**src/hdl/uvs_pkg.sv**
```systemverilog
// Shared types, constants and helpers of the UV-sphere vertex generator.
// No dependencies; imported by every module of the block.
package uvs_pkg;

  localparam int P_W       = 8;
  localparam int IDX_W     = 16;
  localparam int TEX_W     = 17;
  localparam int PH_W      = 32;
  localparam int MAG_W     = 31;
  localparam int PROD_W    = 62;
  localparam int DIV_CELLS = 33;   // integer bit plus 32 fraction bits
  localparam int SIN_LAT   = 7;
  localparam int TEX_STEP  = 16;
  localparam int TH_STEP   = 31;
  localparam int PH_STEP   = 32;
  localparam int MAX_STEPS_DEF = 255;
  localparam logic [P_W-1:0] PREC_RESET = 8'd48;

  localparam logic [MAG_W-1:0] Q30_ONE = 31'd1073741824;
  localparam logic [MAG_W-1:0] SIN_C1  = 31'd1686629713;
  localparam logic [MAG_W-1:0] SIN_C3  = 31'd693598667;
  localparam logic [MAG_W-1:0] SIN_C5  = 31'd85569306;
  localparam logic [MAG_W-1:0] SIN_C7  = 31'd5026999;
  localparam logic [MAG_W-1:0] SIN_C9  = 31'd172273;
  localparam logic [15:0] Q14_MAX = 16'd16384;
  localparam logic [PH_W-1:0] QUARTER = 32'h4000_0000;

  typedef struct packed {
    logic [P_W-1:0]   r;
    logic [P_W-1:0]   s;
    logic [P_W-1:0]   p;
    logic [P_W-1:0]   rem_r;
    logic [P_W-1:0]   rem_s;
    logic [PH_W-1:0]  q_r;
    logic [PH_W-1:0]  q_s;
    logic [TEX_W-1:0] tex_u;
    logic [TEX_W-1:0] tex_v;
    logic [PH_W-1:0]  th;
    logic [PH_W-1:0]  ph;
  } div_t;

  typedef struct packed {
    logic [P_W-1:0]   r;
    logic [P_W-1:0]   s;
    logic [P_W-1:0]   p;
    logic [TEX_W-1:0] tex_u;
    logic [TEX_W-1:0] tex_v;
  } side_t;

  // one restoring division step: {quotient bit, new remainder}
  function automatic logic [P_W:0] div_step(input logic [P_W-1:0] rem,
                                            input logic [P_W-1:0] p,
                                            input logic first);
    logic [P_W:0] t;
    logic [P_W:0] d;
    t = first ? {1'b0, rem} : {rem, 1'b0};
    d = t - {1'b0, p};
    if (t >= {1'b0, p}) begin
      return {1'b1, d[P_W-1:0]};
    end
    return {1'b0, t[P_W-1:0]};
  endfunction

  // saturate a magnitude at 1.0 in Q14 and apply the sign
  function automatic logic signed [15:0] to_q14(input logic [15:0] mag,
                                                input logic neg);
    logic [15:0] m;
    m = (mag > Q14_MAX) ? Q14_MAX : mag;
    return neg ? -$signed(m) : $signed(m);
  endfunction

endpackage

```
**src/hdl/uvs_div_cell.sv**
```systemverilog
// One cell of the divider chain: one quotient bit of ring/P and segment/P.
// Depends on uvs_pkg (div_t, div_step).
module uvs_div_cell
  import uvs_pkg::*;
#(
  parameter int STEP = 0
) (
  input  logic clk,
  input  logic rst_n,
  input  logic en,
  input  logic in_v,
  input  div_t in_d,
  output logic out_v_r,
  output div_t out_d_r
);

  logic [P_W:0] sr;
  logic [P_W:0] ss;
  logic         rnd_r;
  logic         rnd_s;
  logic [PH_W-1:0] qr;
  logic [PH_W-1:0] qs;
  div_t         d_nxt;

  always_comb begin
    sr = div_step(in_d.rem_r, in_d.p, STEP == 0);
    ss = div_step(in_d.rem_s, in_d.p, STEP == 0);
    qr = {in_d.q_r[PH_W-2:0], sr[P_W]};
    qs = {in_d.q_s[PH_W-2:0], ss[P_W]};
    // round to nearest: up when twice the remainder reaches P
    rnd_r = {sr[P_W-1:0], 1'b0} >= {1'b0, in_d.p};
    rnd_s = {ss[P_W-1:0], 1'b0} >= {1'b0, in_d.p};
    d_nxt = in_d;
    d_nxt.rem_r = sr[P_W-1:0];
    d_nxt.rem_s = ss[P_W-1:0];
    d_nxt.q_r = qr;
    d_nxt.q_s = qs;
    if (STEP == TEX_STEP) begin
      d_nxt.tex_u = qs[TEX_W-1:0] + TEX_W'(rnd_s);
      d_nxt.tex_v = qr[TEX_W-1:0] + TEX_W'(rnd_r);
    end
    if (STEP == TH_STEP) begin
      d_nxt.th = qr + PH_W'(rnd_r);
    end
    if (STEP == PH_STEP) begin
      d_nxt.ph = qs + PH_W'(rnd_s);
    end
  end

  always_ff @(posedge clk) begin
    if (!rst_n) begin
      out_v_r <= 1'b0;
    end else if (en) begin
      out_v_r <= in_v;
    end
  end

  always_ff @(posedge clk) begin
    if (en) begin
      out_d_r <= d_nxt;
    end
  end

endmodule

```
**config.mk**
```make
export PLATFORM = sky130hd
export DESIGN_NAME = uvs_div_cell
export DESIGN_NICKNAME = d
export VERILOG_FILES = /design/src/hdl/uvs_pkg.sv /design/src/hdl/uvs_div_cell.sv
export SDC_FILE = /design/constraint.sdc
export NUM_CORES = 1
export LEC_CHECK = 0
export ABC_AREA = 1
export ABC_CLOCK_PERIOD_IN_PS = 2000
export BUFFER_PORTS_ARGS = -buffer_cell sky130_fd_sc_hd__buf_2
export CAP_MARGIN = 20
export CORE_AREA = 8 8 152 154
export DETAILED_ROUTE_END_ITERATION = 8
export DIE_AREA = 0 0 160 162
export GPL_ROUTABILITY_DRIVEN = 0
export HOLD_SLACK_MARGIN = 0.03
export PLACE_DENSITY = 0.66
export SKIP_CTS_REPAIR_TIMING = 1
export SLEW_MARGIN = 20
export SYNTH_ARGS = -nofsm -noshare
export SYNTH_HDL_FRONTEND = slang
export SYNTH_SLANG_ARGS = --single-unit
```
**constraint.sdc**
```tcl
create_clock -name clk -period 2 [get_ports clk]
set_input_delay 0.1 -clock clk [delete_from_list [all_inputs] [get_ports clk]]
set_output_delay 0.1 -clock clk [all_outputs]
set_load 0.005 [all_outputs]
```
==> impl_summary.md, run 1 <==
Outcome
The run finished with clean final reports.

Floorplan
The die is 162 µm tall. After floorplanning, the core was divided into 53 placement rows. The initial utilization of the core area, before any placement, comes to 34.9%. The region available for standard cell placement spans 20700 µm². The number of I/O pins is 409. The floorplan step defined a die boundary enclosing 25900 µm². The die is 160 µm wide.

Logic synthesis
The sequential area share after synthesis is 84.2%. The number of synthesized register bits is 203. In this run the cell area of the synthesized design comes to 7220 µm². The number of nets in the synthesized netlist is 633. During synthesis, Yosys emitted a total of 0 warnings. Counting flops with an async set or reset pin after synthesis yields a share of 0%.

The number of enable-type register cells in the synthesized netlist is 202. The number of instances in the synthesized netlist is 409. The average instance in the mapped netlist occupies 17.7 µm². The unique cell type count in the Yosys netlist is 21. In the synthesized netlist the dominant register cell turns out to be sky130_fd_sc_hd__edfxtp_1.

GRT
The global-route track usage on met1 is 17.3%. The first global-routing pass estimated 31600 µm of wire. The number of global-route vias before repair is 5061. The initial antenna violation count is 3. Global routing used 15.8% of the available tracks. Global routing used 6.10% of the available met3 tracks. Entering global routing, the biggest net connects 57 pins. The most heavily used metal layer in global routing is met2. After global routing the overflow that remains totals 0. The global-route met2 utilization is 28.4%.

Worst setup path
The critical path capture point type is a register. The critical path data required time is 2240 ps. The depth of the worst register-to-register path is 3. The largest fanout on the critical path is 6. The type of element launching the critical path is an input port.

The critical path arrival is 2080 ps. The worst setup path category is input port to register.

Hold path
The type of the tightest min-delay check is input port to register. The count of cells along the worst hold path is 1.

Timing
The clock period could shrink to 1840 ps. The final critical path takes up 92.2% of the cycle. The worst-margin pin slew is 517 ps. The sum of negative setup slack is 0 ps. Setup repair after global routing left no endpoint under its margin. Setup violations remaining at the end of the flow were counted as 0. For the final database, setup skew stands at 0 ps. Derived from the worst setup path, the maximum achievable clock frequency is 0.543 GHz. The max-slew violation total from the final report is 0.

The final-report hold violation count was 0. The tightest slew margin relative to the limit is 65.6%.

Cells and area
Counting the fill cells in the layout gives 1586. Summing all multi-input logic gate instances after layout gives 958 µm². Compared with the post-synthesis result, the final layout area differs by 72.5%. The commonest non-fill, non-tap cell in the layout is sky130_fd_sc_hd__buf_2.

In the final layout, the share of cells above drive strength 1 is 43.7%. The net count of the finished layout is 1277. The area occupied by registers is 6090 µm². In the layout the commonest cells are 405 x sky130_fd_sc_hd__buf_2, 202 x sky130_fd_sc_hd__dlygate4sd3_1, 202 x sky130_fd_sc_hd__edfxtp_1.

Clock tree
The number of H-tree branching levels is 1. After clock tree synthesis, the clock-pin slew on the worst setup and hold paths is 60 ps. The number of buffers created by CTS is 22. For the worst-skew pair, the clock arrives at the later sink with an insertion delay of 480 ps. The maximum clock path buffer count is 3.

The clock tree from TritonCTS is built. Counting every sink on the clock net gives 203. The root buffer cell chosen for the clock tree is sky130_fd_sc_hd__clkbuf_16.

Drt
After detailed routing, the number of vias per cell comes to 4.38. The first TritonRoute pass finished after 4 iterations. The final layout contains routed wiring with a total length of 26000 µm. The DRC violation total after the first TritonRoute iteration is 372. For this run, design rule violations remaining after detail routing come to 0. The routed via count is 5893. The post-detailed-route wirelength per cell is 19.4 µm. The number of routed nets with antenna violations is 0.

Power
The maximum ir drop on the vdd rail is 0.515 mV. The total power consumption of the routed design is 0.0105 W. The ratio of total power to cell area is 841 nW/µm². In this run the static leakage power is 5.57 nW.

Placed design
After legalization and detailed placement, the total HPWL measured 17800 µm. Port buffering added 406 buffers.

Flow run
The reported max-cap violation count is 0.
[flip-flops by register name, summed over array words and instances, names as in the netlist]
register  flops
out_d_r     202
out_v_r       1
[path summary, 6_finish.rpt]
kind / start / endpoint / slack (ps)
worst max-delay path: in_d[178] / out_d_r[167] / 160
worst min-delay path: en / out_d_r[176] / 190
worst max register to register: out_v_r / out_v_r / 740
worst min register to register: out_v_r / out_v_r / 1180
[Yosys cell counts (3+ instances only)]
library cell / number / area share [%]
sky130_fd_sc_hd__xnor2_1: 4 / 0.48
sky130_fd_sc_hd__inv_1: 42 / 2.2
sky130_fd_sc_hd__a21oi_1: 3 / 0.21
sky130_fd_sc_hd__nor2_1: 8 / 0.42
sky130_fd_sc_hd__nand2_1: 74 / 3.8
sky130_fd_sc_hd__ha_1: 16 / 2.8
sky130_fd_sc_hd__nand3b_1: 4 / 0.42
sky130_fd_sc_hd__nand3_2: 5 / 0.69
sky130_fd_sc_hd__o21ai_2: 4 / 0.48
sky130_fd_sc_hd__nand3_1: 27 / 1.9
sky130_fd_sc_hd__edfxtp_1: 202 / 84
sky130_fd_sc_hd__or2_2: 4 / 0.35
[area by class of cell]
| class | instances | area share, % |
|---|---|---|
| Antenna cell | 3 | 0.0602 |
| Clock buffer | 30 | 4.83 |
| Clock inverter | 7 | 0.512 |
| Inverter | 42 | 1.27 |
| Multi-Input combinational cell | 162 | 7.69 |
| Sequential cell | 203 | 48.8 |
| Tap cell | 275 | 2.76 |
| Timing Repair Buffer | 622 | 34.0 |
[per-stage QoR]
stage | std cells | hold slack [ps] | utilization, % | setup WS (ps) | cell area, µm²
after floorplan | 409 | 193 | - | 447 | 7220
after CTS | 1139 | -253 | 50.4 | 733 | 10400
final | 1344 | 187 | 60.2 | 157 | 12500
after detailed placement | 1102 | 278 | 47.2 | 200 | 9770
after global placement | 1102 | 276 | 47.2 | 235 | 9770
after global routing | 1344 | 201 | 60.2 | 17.2 | 12500
[critical path, cell delays in order]
cell                            delay [ps]
sky130_fd_sc_hd__dlygate4sd3_1         540
sky130_fd_sc_hd__buf_2                 150
sky130_fd_sc_hd__ha_1                  200
sky130_fd_sc_hd__fa_1                  360
sky130_fd_sc_hd__inv_1                  70
sky130_fd_sc_hd__nand2_1                70
sky130_fd_sc_hd__nand2_1               100
sky130_fd_sc_hd__nand2_1                90
sky130_fd_sc_hd__o21ai_1                80
sky130_fd_sc_hd__nand2_1               160
sky130_fd_sc_hd__nand3_1               110
sky130_fd_sc_hd__nand2_1                60
[where the power goes]
group	switching, W	leakage (nW)	internal, W
clock network	0.00157	0.323	0.00223
registers	0.0000972	1.98	0.00509
logic	0.000705	3.26	0.000788
total	0.00237	5.57	0.00811
[routing by layer]
metal / wire length [µm] / share of wire (%)
met5: 0 / 0
met4: 527 / 2.0
met2: 14100 / 54
met1: 9250 / 36
met3: 2110 / 8.1
[cells by family after synthesis]
family	count (synthesis)	share of synthesized area (%)
DFF	203	84.2
and+or+nand+nor	128	8.11
buffers and inverters	44	2.49
adders and majority gates	18	3.33
AOI/OAI and AO/OA	12	1.35
xor gates and xnor gates	4	0.485
No activity file was read; power rests on OpenSTA's default activity.
==> run 2, diff against run 1 <==
Settings changed: MAX_ROUTING_LAYER set to met4.
==> run 2 against run 1 <==
Against the previous run:
- via count rose by 0.42%
- hold slack improved by 2.7 ps
- die area did not move
- clock power about the same
- setup slack got worse by 3.2 ps
- largest power group unchanged
- clock skew is the same
- combinational power barely moved
- flip-flop and latch count did not move
- global-route usage grew 0.46 points
- highest routed layer unchanged
- critical endpoint unchanged
==> impl_summary.md, run 2 (synthesized netlist as in run 1, its figures left out) <==
Worst setup path
The critical path data required time is 2240 ps (about the same). The endpoint of the worst setup timing path is out_d_r[167] (unchanged). The critical path arrival is 2080 ps (about the same). The reg2reg setup slack was 740 ps (about the same). The largest fanout on the critical path is 6 (unchanged).

The type of element launching the critical path was an input port (unchanged). The depth of the worst register-to-register path is 3 (unchanged). The worst setup path category is input port to register (unchanged). The worst flop-to-flop path endpoint is out_v_r (unchanged). The launch point of the worst reg-to-reg path is out_v_r (unchanged). The first element of the critical path is in_d[178] (unchanged). The critical path capture point type is a register (unchanged).

Timing
The max-slew violation total from the final report is 0 (unchanged). Unrepaired setup endpoints after global routing: false (unchanged). The sum of negative setup slack is 0 ps (unchanged). The final-report hold violation count is 0 (unchanged). The tightest slew margin relative to the limit is 65.3% (was 65.6%).

The worst-margin pin slew came to 521 ps (was 517 ps). The worst clock skew on the final layout is 0 ps (unchanged). The share of the clock period used by the worst path after layout came to 92.3% (was 92.2%).

The highest clock rate is 0.542 GHz (was 0.543 GHz). The final setup violation count is 0 (unchanged). The final critical path time including I/O delays and setup was 1850 ps (was 1840 ps).

Clock tree
The clock tree from TritonCTS is built (unchanged). The clock-pin slew of the registers on the worst-case setup and hold paths is 60 ps (about the same). The later-pin clock latency in the skew report was 480 ps (about the same).

The number of sinks handled by clock tree synthesis is 203 (unchanged). The maximum clock path buffer count is 3 (unchanged). The CTS root buffer is sky130_fd_sc_hd__clkbuf_16 (unchanged). The number of H-tree branching levels is 1 (unchanged).

The number of buffers created by CTS is 22 (unchanged).

Drt
The post-detailed-route wirelength per cell is 19.3 µm (was 19.4 µm). The number of detailed-routing iterations run before antenna repair was 4 (unchanged). The DRC violation total after the first TritonRoute iteration came to 338 (was 372).

The post-detailed-routing wire length is 26000 µm (about the same). The routed via count is 5918 (was 5893). The detailed-route DRC error count is 0 (unchanged). The number of routed nets with antenna violations is 0 (unchanged). The via density per instance is 4.40 (was 4.38).

GRT
The largest net degree at the start of global routing is 57 (unchanged). The first-pass GRT wire length is 31600 µm (about the same). The residual overflow from global routing is 0 (unchanged). The global router's overall resource usage is 16.3% (was 15.8%).

The initial antenna violation count is 3 (unchanged). The number of global-route vias before repair is 5076 (was 5061).

Cells and area
The number of flip-flops in the largest register is 202 (unchanged). The area occupied by registers is 6090 µm² (unchanged). The number of non-filler instances in the completed layout is 1344 (unchanged).

The number of nets in the finished design is 1277 (unchanged). The area occupied by multi-input gates is 958 µm² (unchanged). The count of filler cells inserted in the layout is 1586 (unchanged).

Largest registers: out_d_r: 202 flops, out_v_r: 1 flops (unchanged). The register with the most flip-flops was out_d_r (unchanged). The ratio of cells with drive above 1 in the final layout is 43.7% (unchanged).

The growth of design area from synthesis to finish came to 72.5% (unchanged). Most frequent cells in the layout: 405 x sky130_fd_sc_hd__buf_2, 202 x sky130_fd_sc_hd__dlygate4sd3_1, 202 x sky130_fd_sc_hd__edfxtp_1 (unchanged). The commonest non-fill, non-tap cell in the layout was sky130_fd_sc_hd__buf_2 (unchanged).

Flow run
The reported max-cap violation count is 0 (unchanged).

Placed design
The cell count after placement was 1102 (unchanged). The count of port buffers added during placement is 406 (unchanged). The placed wire-length estimate is 17800 µm (unchanged).

Floorplan
The number of standard-cell rows in the floorplan is 53 (unchanged). The height of the die is 162 µm (unchanged). The width of the die is 160 µm (unchanged). The effective utilization at floorplan is 34.9% (unchanged). The floorplan core area came to 20700 µm² (unchanged). The die outline area is 25900 µm² (unchanged). The number of I/O pins came to 409 (unchanged).

Power
The maximum ir drop on the vdd rail was 0.514 mV (was 0.515 mV). The cell leakage power was 5.57 nW (unchanged). The ratio of total power to cell area is 840 nW/µm² (was 841 nW/µm²).

Hold path
The type of the tightest min-delay check is input port to register (unchanged).

Outcome
Outcome: finished clean (unchanged).
## run 2: cell counts in the layout (fill, tap and decap cells not counted)
No cell type changed its count.
## run 2: report_power, final
| part | switching [W] | internal, W | total, W |
|---|---|---|---|
| logic | 0.000705 | 0.000788 | 0.00149 |
| clock network | 0.00156 | 0.00223 | 0.00379 |
| registers | 0.0000967 | 0.00509 | 0.00519 |
| total | 0.00236 | 0.00811 | 0.0105 |
## run 2: cell type report
class,instances,share of cell area [%]
Antenna cell,3,0.0602
Multi-Input combinational cell,162,7.69
Inverter,42,1.27
Clock inverter,7,0.512
Timing Repair Buffer,622,34.0
Sequential cell,203,48.8
Clock buffer,30,4.83
Tap cell,275,2.76
## run 2: critical path: stages
cell and delay (ps):
sky130_fd_sc_hd__dlygate4sd3_1 540, sky130_fd_sc_hd__buf_2 150, sky130_fd_sc_hd__ha_1 200, sky130_fd_sc_hd__fa_1 360, sky130_fd_sc_hd__inv_1 70, sky130_fd_sc_hd__nand2_1 70, sky130_fd_sc_hd__nand2_1 100, sky130_fd_sc_hd__nand2_1 90
sky130_fd_sc_hd__o21ai_1 80, sky130_fd_sc_hd__nand2_1 160, sky130_fd_sc_hd__nand3_1 110, sky130_fd_sc_hd__nand2_1 60
## run 2: per-layer routing
layer	vias to the layer above	global-route usage [%]	routed length [µm]
li1	2771	-	-
met1	2829	17.6	9440
met2	277	28.4	14000
met3	41	5.67	1950
met4	0	4.12	594
met5	-	-	0
## run 2: worst min-delay path by stage
| stage | start | cells past startpoint | endpoint | slack [ps] |
|---|---|---|---|---|
| floorplan | en | 1 | out_v_r | 190 |
| global placement | in_d[123] | 1 | out_d_r[124] | 280 |
| detailed placement | in_d[36] | 1 | out_d_r[36] | 280 |
| CTS | in_d[92] | 1 | out_d_r[92] | -250 |
| global route | en | 1 | out_d_r[176] | 200 |
| finish | en | 1 | out_d_r[176] | 190 |
## run 2: through the flow
| stage | total power, W | hold slack, ps | instance area, µm² | setup slack, ps | utilization (%) |
|---|---|---|---|---|---|
| floorplan | 0.00563 | 193 | 7220 | 447 | - |
| global placement | 0.00640 | 276 | 9770 | 235 | 47.2 |
| detailed placement | 0.00643 | 278 | 9770 | 200 | 47.2 |
| CTS | 0.0102 | -253 | 10400 | 733 | 50.4 |
| global route | 0.0109 | 200 | 12500 | 17.2 | 60.2 |
| finish | 0.0105 | 189 | 12500 | 154 | 60.2 |
